## config.mk

```make
export PLATFORM = sky130hd
export DESIGN_NAME = utf8_stream_decoder
export DESIGN_NICKNAME = d
export VERILOG_FILES = /design/src/rtl/u8d_pkg.sv /design/src/rtl/u8d_front.sv /design/src/rtl/u8d_queue.sv /design/src/rtl/u8d_back.sv /design/src/rtl/utf8_stream_decoder.sv
export SDC_FILE = /design/constraint.sdc
export NUM_CORES = 1
export LEC_CHECK = 0
export BUFFER_PORTS_ARGS = -buffer_cell sky130_fd_sc_hd__buf_2
export CAP_MARGIN = 20
export CORE_MARGIN = 2
export CORE_UTILIZATION = 55
export DETAILED_ROUTE_END_ITERATION = 10
export HOLD_SLACK_MARGIN = 0.02
export PLACE_DENSITY_LB_ADDON = 0.05
export SLEW_MARGIN = 0
export SYNTH_ARGS = -nofsm -noshare
export SYNTH_HDL_FRONTEND = slang
export SYNTH_SLANG_ARGS = --single-unit
```

## constraint.sdc

```tcl
create_clock -name clk -period 8.4 [get_ports clk]
set_input_delay 0 -clock clk [delete_from_list [all_inputs] [get_ports clk]]
set_output_delay 0 -clock clk [all_outputs]
set_load 0.01 [all_outputs]
```

## src/rtl/u8d_pkg.sv

```systemverilog
// Shared types, constants and helpers for the UTF-8 stream decoder.
package u8d_pkg;

  localparam int unsigned QUEUE_DEPTH = 4;

  localparam logic [20:0] REPL_CP  = 21'd63;
  localparam logic [20:0] MAX_CP   = 21'h10FFFF;
  localparam logic [20:0] SURR_LO  = 21'h00D800;
  localparam logic [20:0] SURR_HI  = 21'h00DFFF;
  localparam logic [20:0] MIN_TWO  = 21'h000080;
  localparam logic [20:0] MIN_THREE = 21'h000800;
  localparam logic [20:0] MIN_FOUR = 21'h010000;

  localparam logic [2:0] LEN_NONE  = 3'd0;
  localparam logic [2:0] LEN_TWO   = 3'd2;
  localparam logic [2:0] LEN_THREE = 3'd3;
  localparam logic [2:0] LEN_FOUR  = 3'd4;

  typedef struct packed {
    logic [7:0] text_byte;
    logic       text_end;
  } u8d_in_t;

  typedef struct packed {
    logic [20:0] code_point;
    logic        replaced;
    logic        run_last;
    logic        text_done;
  } u8d_out_t;

  // One request from front to back: count results, all replacements but
  // the final one, which carries cp/rep.
  typedef struct packed {
    logic [2:0]  count;
    logic [20:0] cp;
    logic        rep;
    logic        done;
  } u8d_cmd_t;

  function automatic logic [20:0] min_for(input logic [2:0] len);
    logic [20:0] m;
    case (len)
      LEN_TWO:   m = MIN_TWO;
      LEN_THREE: m = MIN_THREE;
      default:   m = MIN_FOUR;
    endcase
    return m;
  endfunction

endpackage

```

## src/rtl/u8d_front.sv

```systemverilog
// Front end: accepts bytes, tracks the open sequence and builds result requests.
module u8d_front (
  input  logic              clk,
  input  logic              rst,
  input  logic              text_valid,
  output logic              text_stall,
  input  u8d_pkg::u8d_in_t  text,
  input  logic              q_full,
  output logic              push,
  output u8d_pkg::u8d_cmd_t cmd
);

  logic [20:0] pv, pv_next;
  logic [2:0]  seq_len, seq_len_next;
  logic [1:0]  taken, taken_next;

  logic        accept;
  logic [7:0]  b;
  logic        last;
  logic        is_cont;
  logic [20:0] pv_shift;
  logic [2:0]  taken_inc;
  logic        finish;
  logic        bad_value;
  logic [2:0]  lead_len;
  logic [20:0] lead_pv;
  logic [2:0]  k;

  assign text_stall = q_full;
  assign accept     = text_valid && !q_full;
  assign b          = text.text_byte;
  assign last       = text.text_end;
  assign is_cont    = (b[7:6] == 2'b10);
  assign pv_shift   = {pv[14:0], b[5:0]};
  assign taken_inc  = {1'b0, taken} + 3'd1;
  assign finish     = (taken_inc + 3'd1) >= seq_len;
  assign bad_value  = (pv_shift < u8d_pkg::min_for(seq_len)) || (pv_shift > u8d_pkg::MAX_CP)
                      || (pv_shift inside {[u8d_pkg::SURR_LO:u8d_pkg::SURR_HI]});
  assign k          = (seq_len != u8d_pkg::LEN_NONE) ? taken_inc : 3'd0;

  always_comb begin
    lead_len = u8d_pkg::LEN_NONE;
    lead_pv  = 21'd0;
    if (b inside {[8'hC0:8'hDF]}) begin
      lead_len = u8d_pkg::LEN_TWO;
      lead_pv  = {16'd0, b[4:0]};
    end else if (b inside {[8'hE0:8'hEF]}) begin
      lead_len = u8d_pkg::LEN_THREE;
      lead_pv  = {17'd0, b[3:0]};
    end else if (b inside {[8'hF0:8'hF7]}) begin
      lead_len = u8d_pkg::LEN_FOUR;
      lead_pv  = {18'd0, b[2:0]};
    end
  end

  always_comb begin
    pv_next      = pv;
    seq_len_next = seq_len;
    taken_next   = taken;
    cmd.count    = 3'd0;
    cmd.cp       = u8d_pkg::REPL_CP;
    cmd.rep      = 1'b1;
    cmd.done     = last;
    if (seq_len != u8d_pkg::LEN_NONE && is_cont) begin
      if (finish) begin
        if (bad_value) begin
          cmd.count = seq_len;
        end else begin
          cmd.count = 3'd1;
          cmd.cp    = pv_shift;
          cmd.rep   = 1'b0;
        end
        seq_len_next = u8d_pkg::LEN_NONE;
      end else if (last) begin
        cmd.count    = taken_inc + 3'd1;
        seq_len_next = u8d_pkg::LEN_NONE;
      end else begin
        pv_next    = pv_shift;
        taken_next = taken_inc[1:0];
      end
    end else begin
      // Flush the broken sequence, then treat the byte as a lead.
      cmd.count    = k;
      seq_len_next = u8d_pkg::LEN_NONE;
      taken_next   = 2'd0;
      if (!b[7]) begin
        cmd.count = k + 3'd1;
        cmd.cp    = {13'd0, b};
        cmd.rep   = 1'b0;
      end else if (lead_len != u8d_pkg::LEN_NONE) begin
        if (last) begin
          cmd.count = k + 3'd1;
        end else begin
          seq_len_next = lead_len;
          pv_next      = lead_pv;
        end
      end else begin
        cmd.count = k + 3'd1;
      end
    end
    if (last) begin
      pv_next      = 21'd0;
      seq_len_next = u8d_pkg::LEN_NONE;
      taken_next   = 2'd0;
    end
  end

  assign push = accept && (cmd.count != 3'd0);

  always_ff @(posedge clk) begin
    if (rst) begin
      pv      <= 21'd0;
      seq_len <= u8d_pkg::LEN_NONE;
      taken   <= 2'd0;
    end else if (accept) begin
      pv      <= pv_next;
      seq_len <= seq_len_next;
      taken   <= taken_next;
    end
  end

`ifndef SYNTH
  a_taken_in_range: assert property (@(posedge clk) disable iff (rst)
    seq_len != u8d_pkg::LEN_NONE |-> ({1'b0, taken} + 3'd2) <= seq_len)
    else $error("continuation count outruns open sequence");
`endif

endmodule

```

## src/rtl/u8d_queue.sv

```systemverilog
// Short request queue between the front and back ends.
module u8d_queue #(
  parameter int unsigned DEPTH = u8d_pkg::QUEUE_DEPTH
) (
  input  logic              clk,
  input  logic              rst,
  input  logic              push,
  input  u8d_pkg::u8d_cmd_t wr_data,
  input  logic              pop,
  output u8d_pkg::u8d_cmd_t rd_data,
  output logic              full,
  output logic              empty
);

  localparam int unsigned PW = (DEPTH > 1) ? $clog2(DEPTH) : 1;
  localparam int unsigned CW = $clog2(DEPTH + 1);
  localparam logic [PW-1:0] LAST_PTR = PW'(DEPTH - 1);
  localparam logic [CW-1:0] FULL_CNT = CW'(DEPTH);

  u8d_pkg::u8d_cmd_t entries [DEPTH];
  logic [PW-1:0] wr_ptr, rd_ptr;
  logic [CW-1:0] count;

  assign full    = (count == FULL_CNT);
  assign empty   = (count == '0);
  assign rd_data = entries[rd_ptr];

  always_ff @(posedge clk) begin
    if (push) begin
      entries[wr_ptr] <= wr_data;
    end
  end

  always_ff @(posedge clk) begin
    if (rst) begin
      wr_ptr <= '0;
      rd_ptr <= '0;
      count  <= '0;
    end else begin
      if (push) begin
        wr_ptr <= (wr_ptr == LAST_PTR) ? '0 : wr_ptr + PW'(1);
      end
      if (pop) begin
        rd_ptr <= (rd_ptr == LAST_PTR) ? '0 : rd_ptr + PW'(1);
      end
      if (push && !pop) begin
        count <= count + CW'(1);
      end else if (pop && !push) begin
        count <= count - CW'(1);
      end
    end
  end

`ifndef SYNTH
  a_no_overrun: assert property (@(posedge clk) disable iff (rst)
    !(push && full) && !(pop && empty))
    else $error("request queue overrun or underrun");
`endif

endmodule

```

## src/rtl/u8d_back.sv

```systemverilog
// Back end: expands each request into result items behind an output register.
module u8d_back (
  input  logic              clk,
  input  logic              rst,
  input  u8d_pkg::u8d_cmd_t head,
  input  logic              head_valid,
  output logic              pop,
  output logic              point_valid,
  input  logic              point_stall,
  output u8d_pkg::u8d_out_t point
);

  logic [1:0] idx;
  logic       load;
  logic       is_last;

  assign load    = head_valid && (!point_valid || !point_stall);
  assign is_last = (({1'b0, idx} + 3'd1) == head.count);
  assign pop     = load && is_last;

  always_ff @(posedge clk) begin
    if (rst) begin
      point_valid <= 1'b0;
      idx         <= 2'd0;
    end else begin
      if (load) begin
        point_valid <= 1'b1;
        idx         <= is_last ? 2'd0 : idx + 2'd1;
      end else if (!point_stall) begin
        point_valid <= 1'b0;
      end
    end
  end

  always_ff @(posedge clk) begin
    if (load) begin
      point.code_point <= is_last ? head.cp : u8d_pkg::REPL_CP;
      point.replaced   <= is_last ? head.rep : 1'b1;
      point.run_last   <= is_last;
      point.text_done  <= is_last && head.done;
    end
  end

`ifndef SYNTH
  a_done_is_run_last: assert property (@(posedge clk) disable iff (rst)
    point_valid && point.text_done |-> point.run_last)
    else $error("text end flagged on a result that is not last of its byte");
  a_scalar_is_run_last: assert property (@(posedge clk) disable iff (rst)
    point_valid && !point.replaced |-> point.run_last)
    else $error("decoded scalar not last of its byte");
  a_replacement_value: assert property (@(posedge clk) disable iff (rst)
    point_valid && point.replaced |-> point.code_point == u8d_pkg::REPL_CP)
    else $error("replacement carries wrong code point");
  a_partial_has_head: assert property (@(posedge clk) disable iff (rst)
    idx != 2'd0 |-> head_valid)
    else $error("request left the queue while partly expanded");
`endif

endmodule

```

## src/rtl/utf8_stream_decoder.sv

```systemverilog
// Top level of the streaming UTF-8 decoder: front end, request queue, back end.
//
// Usage:
//   Input channel text_valid / text_stall / text carries one byte of UTF-8
//   text per request, with text_end set on the last byte of a text. Output
//   channel point_valid / point_stall / point carries decoded code points;
//   replaced marks a '?' standing in for a bad byte, run_last marks the last
//   result caused by one input byte, text_done marks the last result of a text.
//   A byte's request is written into the queue when it is accepted, and the
//   back end's output register then takes its results. Unless stalled, the
//   decoder takes one byte per cycle while each byte gives at most one result;
//   breaking bytes give up to four, one per cycle, set by the single output register.
//   Bytes that only open or extend a sequence give no result at all.
//   The front end stalls the input only when the request queue (QUEUE_DEPTH
//   entries) is full, so a stalled receiver backs up into the queue first.
//   While point_stall is high the presented result holds.
//   Reset (rst, synchronous) closes any open sequence and empties the queue
//   and the output register; the first byte after reset is read as a lead.
module utf8_stream_decoder #(
  parameter int unsigned QUEUE_DEPTH = u8d_pkg::QUEUE_DEPTH
) (
  input  logic              clk,
  input  logic              rst,
  input  logic              text_valid,
  output logic              text_stall,
  input  u8d_pkg::u8d_in_t  text,
  output logic              point_valid,
  input  logic              point_stall,
  output u8d_pkg::u8d_out_t point
);

  logic              push;
  logic              pop;
  logic              q_full;
  logic              q_empty;
  u8d_pkg::u8d_cmd_t front_cmd;
  u8d_pkg::u8d_cmd_t head_cmd;

  // Classify bytes and track the open sequence.
  u8d_front u_front (
    .clk        (clk),
    .rst        (rst),
    .text_valid (text_valid),
    .text_stall (text_stall),
    .text       (text),
    .q_full     (q_full),
    .push       (push),
    .cmd        (front_cmd)
  );

  // Hold requests so the two sides stall independently.
  u8d_queue #(
    .DEPTH (QUEUE_DEPTH)
  ) u_queue (
    .clk     (clk),
    .rst     (rst),
    .push    (push),
    .wr_data (front_cmd),
    .pop     (pop),
    .rd_data (head_cmd),
    .full    (q_full),
    .empty   (q_empty)
  );

  // Expand each request into its result items.
  u8d_back u_back (
    .clk         (clk),
    .rst         (rst),
    .head        (head_cmd),
    .head_valid  (!q_empty),
    .pop         (pop),
    .point_valid (point_valid),
    .point_stall (point_stall),
    .point       (point)
  );

endmodule

```

Word level (Yosys, flattened, before mapping)
Memory sizes are Yosys's and may differ from the RTL's. A register that Yosys moved wholly into a read port is not among the register bits. Index checks and enable logic that the tools add are counted. W data, S select, Z words.

Logic and storage cells: 116. Memories kept: 1. Flip-flop bits (word level): 54. Memory bits (writable): 104.

Order comparisons: 11. Add/subtract/negate cells: 9. Eq/ne operators: 10. Muxes and demuxes: 42. Reduce and logical (&&, ||, !) cells: 31.

Memories: u_queue.entries (words 4, width 26, rd ports 1, clocked after Yosys merged registers in 1, wr ports 1, RTL line u8d_queue.sv:20) `u8d_pkg::u8d_cmd_t entries [DEPTH];`.

Operator list (number): $mux W15 (6); $mux W3 (18); $mux W22 (2); $pmux W17 S2 (1); $mux W25 (1); $ge A8 B8 Y1 const B (3); $le A8 B8 Y1 const B (3); $ge A21 B16 Y1 const B (1); $gt A21 B21 Y1 const B (1); $le A21 B16 Y1 const B (1); $lt A21 B17 Y1 (1); $mux W2 (8); $reduce_bool A3 Y1 (5); $logic_and A1 B1 Y1 (12); $add A3 B1 Y3 const B (3); $mux W8 (1); $add A2 B1 Y2 const B (3); $add A2 B1 Y3 const B (2); $eq A2 B2 Y1 const B (3); $eq A3 B2 Y1 const B (2); $logic_not A1 Y1 (6); $mux W1 (4); $mux W4 (1); $reduce_and A2 Y1 (2); other kinds (11) (13).

Logic depth before layout (Yosys ltp)
Depth in word-level cells: 15. Depth in mapped cells: 16.

Modules after synthesis
A second synthesis with hierarchy kept.

Cells, all modules: 448. Area total of the unflattened synthesis: 6779.0 µm².

Modules (own cells, without submodules): u8d_queue (area each 4237.8 µm², times used 1, seq. area each 3303.2 µm², cells each 180); u8d_front (area each 1472.7 µm², times used 1, seq. area each 400.4 µm², cells each 199); u8d_back (area each 1064.8 µm², times used 1, seq. area each 780.7 µm², cells each 68); utf8_stream_decoder (area each 3.8 µm², times used 1, seq. area each 0.0 µm², cells each 1).

Worst setup path after synthesis
No wires, ideal clock.

Path type: reg2reg. Start: register u_front.taken[0]. End: register u_queue.count[2]. Cell stages (with the launch flop): 17. Data required time: 8329 ps. Setup time: 71 ps. Arrival: 3566 ps. Path slack: 4763 ps. Path through: dfxtp_1 > inv_1 > ha_1 > xor2_1 > ha_1 > nand2_1 > o21ai_0 > nand2_1 > a22o_1 > or3_1 > nand3_4 > ha_1 > inv_1 > fa_1 > xor2_1 > or3_1 > a21oi_1.

Word-level cells in the longest chain between the ends: 12. Elaborated cells on any way between the ends: 18.

Ends and longest elaborated chain: from (decl) (RTL line u8d_front.sv:15) `logic [1:0] taken, taken_next;`; from (signal assigned) (RTL line u8d_front.sv:118) `taken <= taken_next;`; $add A2 B1 Y3 * (RTL line u8d_front.sv:35) `assign taken_inc = {1'b0, taken} + 3'd1;`; $mux W3 (RTL line u8d_front.sv:39) `assign k = (seq_len != u8d_pkg::LEN_NONE) ? taken_inc : 3'd0;`; $add A3 B1 Y3 (RTL line u8d_front.sv:87, u8d_front.sv:92, u8d_front.sv:98); $mux W3 (RTL line u8d_front.sv:91) `if (last) begin`; $mux W3 (RTL line u8d_front.sv:90) `end else if (lead_len != u8d_pkg::LEN_NONE) begin`; $mux W3 (RTL line u8d_front.sv:86) `if (!b[7]) begin`; $mux W25 * (RTL line u8d_front.sv:64) `if (seq_len != u8d_pkg::LEN_NONE && is_cont) begin`; $reduce_bool A3 Y1 * (RTL line u8d_front.sv:108) `assign push = accept && (cmd.count != 3'd0);`; $logic_and A1 B1 Y1 * (RTL line u8d_front.sv:108); named net push (RTL line utf8_stream_decoder.sv:32) `logic push;`; $logic_not A1 Y1 (RTL line u8d_queue.sv:48) `end else if (pop && !push) begin`; $logic_and A1 B1 Y1 (RTL line u8d_queue.sv:48); $reduce_bool A2 Y1 (no source line); to (signal assigned) (RTL line u8d_queue.sv:47) `count <= count + CW'(1);`; to (signal assigned) (RTL line u8d_queue.sv:49) `count <= count - CW'(1);`; to (decl) (RTL line u8d_queue.sv:22) `logic [CW-1:0] count;`.

Mark *: on every way through the listed nets, which the timed path passes. The rest lies on a longest branch. A chain may end at the register's enable or synchronous reset.

Worst setup path in the final report
Ends and elaborated chain as after synthesis.

==> flow_metrics.py <==
metrics = {
    "status": {
        "result_of_the_run": "finished, final reports clean",
    },
    "timing": {
        "min_period_over_period_pct": 48.2,
        "final.setup.tns_ps": 0,
        "period_minus_slack_ps": 4050,
        "measured_slew_at_the_worst_slew_check_pin_ps": 1040,
        "report.final.setup_viol": 0,
        "fmaxAchievable_mhz": 247,
        "timing.clock.skew_ps": 22.3,
        "rsz_0062_raised_after_global_routing": "false",
        "slew-limit-headroom_pct": 30.3,
        "timing.final.hold_violations": 0,
        "maxSlewViolCount": 0,
        "hold_slack_ps": 73.8,
    },
    "clock_tree": {
        "tritoncts_clock_tree": "built",
        "clock_path_buffers": 2,
        "clock_latency_on_the_worst_skew_pair_ps": 430,
        "clkSlewWorstSetupHoldPaths_ps": 60,
        "cts.sink_count": 160,
        "cts.root.buffer_cell": "clkbuf_16",
        "htreeDepth": 4,
        "cts_buf_count": 17,
    },
    "power_and_ir_drop": {
        "irDropWorstVdd_mv": 0.141,
        "leakage_power_nw": 2.69,
        "power.density_cell_area_nw_per_um2": 298,
    },
    "yosys": {
        "synth-edff-count": 128,
        "syn_avg_cell_area_um2": 14.9,
        "yosysWarningCount": 0,
        "synth_async_sr_flop_share_pct": 0,
        "post_synthesis_cell_area_um2": 6710,
        "yosys_most_used_dff": "edfxtp_1",
        "yosys_register_bits": 160,
        "synth.lib_cells_used.distinct": 50,
        "post_synth_inst_count": 450,
        "part_of_the_yosys_area_used_for_sequential_elements_pct": 66.8,
        "syn-num-nets": 479,
    },
    "placed_design": {
        "dpl.hpwl_mm": 8.00,
        "gp_congestion": 0.827,
        "placement.io_buffers": 38,
    },
    "detailed_routing": {
        "wirelength_met1_mm": 5.99,
        "detailroute.via_count": 3914,
        "drt_first_pass_iters": 4,
        "detail_route.wirelength_mm": 13.0,
        "drt_iter0_markers": 347,
        "ant_nets": 0,
        "detail_route.vias_per_cell": 5.85,
        "route.detailed.drc": 0,
        "met2_length_mm": 6.24,
        "routed-wl-met3_um": 582,
        "detail_route.wl_per_cell_um": 19.4,
        "top_layer_used": "met4",
    },
    "cells_and_area": {
        "antenna_cells_inserted": 0,
        "final_core_util_pct": 64.8,
        "post_route_cells_drive_above_1_share_pct": 22.8,
        "layout.nets": 538,
        "area_growth_syn_to_layout_pct": 15.5,
    },
    "global_routing": {
        "first_global_vias": 3788,
        "number_of_antenna_violations_at_the_first_check_in_global_routing": 0,
        "total_congestion_overflow_after_global_routing": 0,
        "pin_count_of_the_biggest_net_entering_global_routing": 32,
        "grt_first_pass_wirelength_mm": 20.6,
        "gr-usage-all-layers_pct": 21.8,
    },
    "worst_setup_path": {
        "crit_fanout": 6,
        "critical_path.startpoint_type": "flop",
        "worst_r2r_path_depth": 16,
        "critical_path.reg2reg.startpoint": "u_front.taken[0]",
        "critical_path_class": "reg2reg",
        "r2r_end": "u_queue.count[2]",
        "cp_data_required_time_ps": 8760,
        "r2r_slack_ps": 4350,
        "worstPathArrival_ps": 4410,
        "crit_end_category": "flop",
    },
    "floorplan": {
        "die_w_um": 114,
        "core_area_um2": 12000,
        "top_level_ports": 39,
        "floorplan.initialDensity_pct": 56.1,
        "die_area_um2": 13100,
        "die_height_um": 114,
        "placement_rows": 40,
    },
    "hold_path": {
        "whs_endpoint": "u_queue.count[1]",
        "holdCritPathClass": "in2reg",
        "min_from": "rst",
        "holdPathStages": 2,
    },
    "flow_run": {
        "max_cap_violations": 0,
    },
}
flip-flops by register name, summed over array words and instances, names as in the netlist, named ones only:
signal              cells
u_front.pv             15
u_queue.rd_ptr          2
u_back.point_valid      1
u_back.idx              2
u_queue.count           3
u_queue.wr_ptr          2
u_front.taken           2
u_front.seq_len         3
u_queue.entries       104
u_back.point           24
how the worst max path moves through the flow:
| stage | start | endpoint | slack [ps] | depth (start not counted) |
|---|---|---|---|---|
| after floorplan | u_front.taken[0] | u_queue.count[2] | 4760 | 16 |
| final | u_front.taken[0] | u_queue.count[2] | 4350 | 16 |
| after CTS | u_front.taken[0] | u_queue.count[2] | 4360 | 16 |
| after detailed placement | u_front.taken[0] | u_queue.count[2] | 4360 | 16 |
| after global routing | u_front.taken[0] | u_queue.count[2] | 4070 | 16 |
| after global placement | u_front.taken[0] | u_queue.count[2] | 4580 | 16 |
per-stage QoR:
stage / total power [W] / cell area [um2] / cells / setup slack (ps)
3_3_place_gp: 0.00158 / 7080 / 626 / 4580
4_1_cts: 0.00232 / 7730 / 668 / 4360
2_1_floorplan: 0.00143 / 6710 / 450 / 4760
3_5_place_dp: 0.00159 / 7080 / 626 / 4360
6_report: 0.00231 / 7750 / 669 / 4350
5_1_grt: 0.00242 / 7750 / 669 / 4070
repair_timing:
item / in CTS / in global routing
hold buffers: 10 / 0
buffers inserted: 0 / 0
resized for setup: 0 / 0
endpoints found under the setup margin: 0 / 0
hold endpoints to repair: 28 / 0
where the power goes:
part / leakage [nW] / switching, W / internal [W]
registers: 1.44 / 0.0000663 / 0.00102
logic: 0.982 / 0.000278 / 0.000221
clock network: 0.266 / 0.000294 / 0.000434
total: 2.69 / 0.000639 / 0.00167
worst max-delay path, stage by stage (launching register included):
cell and delay [ps]:
dfxtp_1 430, inv_1 120, ha_1 350, xor2_1 170, ha_1 290, nand2_1 70
o21ai_0 480, nand2_1 110, a22o_1 220, or3_1 380, nand3_4 110, ha_1 190
inv_1 60, fa_1 370, xor2_1 180, or3_1 310, a21oi_1 150
layout by cell type (no fill, tap or decap), drive strengths merged, types with 11 or more instances in the layout:
master	n
mux4	26
clkbuf	21
and2	18
nor3	11
inv	11
nor2b	20
nand3	19
nand2	31
dfxtp	32
a21oi	29
edfxtp	128
or2	14
nor2	17
buf	46
ha	15
per-layer routing:
layer	track usage, %	vias up
li1	-	1826
met1	30.6	1967
met2	32.7	107
met3	6.46	14
met4	7.80	0
met5	0	-
cell type report:
| cell class | count | area [um2] |
|---|---|---|
| inverter | 10 | 37.5 |
| timing repair buffer | 56 | 358 |
| clock buffer | 21 | 440 |
| fill | 858 | 4210 |
| tap | 147 | 184 |
| sequential | 160 | 4490 |
| clock inverter | 11 | 115 |
| multi-input combinational | 264 | 2130 |
cells by family after synthesis:
family / synth area share [%]
and+or+nand+nor: 12.2
DFF: 66.8
buffers and inverters: 1.47
adders and majority gates: 3.09
muxes: 9.62
AOI/OAI and AO/OA: 5.59
xor gates and xnor gates: 1.17
synthesized netlist by cell type (2+ instances only):
| cell | number | area [um2] |
|---|---|---|
| nand3_1 | 18 | 90.1 |
| mux4_2 | 26 | 586 |
| o211a_1 | 2 | 20.0 |
| a21oi_1 | 29 | 145 |
| or2_1 | 3 | 18.8 |
| xor2_1 | 5 | 43.8 |
| ha_1 | 15 | 188 |
| nand2_1 | 31 | 116 |
| nor2_1 | 17 | 63.8 |
| nor3_1 | 11 | 55.1 |
| nand2b_1 | 3 | 18.8 |
| or2_2 | 11 | 68.8 |
| edfxtp_1 | 128 | 3840 |
| dfxtp_1 | 32 | 641 |
| inv_1 | 10 | 37.5 |
| nor2b_1 | 20 | 125 |
| and3_1 | 2 | 12.5 |
| o31ai_2 | 2 | 25.0 |
| mux2i_1 | 6 | 60.1 |
| and2_1 | 18 | 113 |
| o211ai_1 | 2 | 15.0 |
| nor3b_1 | 3 | 22.5 |
| buf_1 | 4 | 15.0 |
| o21ai_0 | 5 | 25.0 |
| or3_1 | 4 | 25.0 |
| o21a_1 | 3 | 22.5 |
| xnor2_1 | 4 | 35.0 |
| clkbuf_1 | 11 | 41.3 |
| nand4_1 | 4 | 25.0 |
Power figures use the tool's default switching activity.
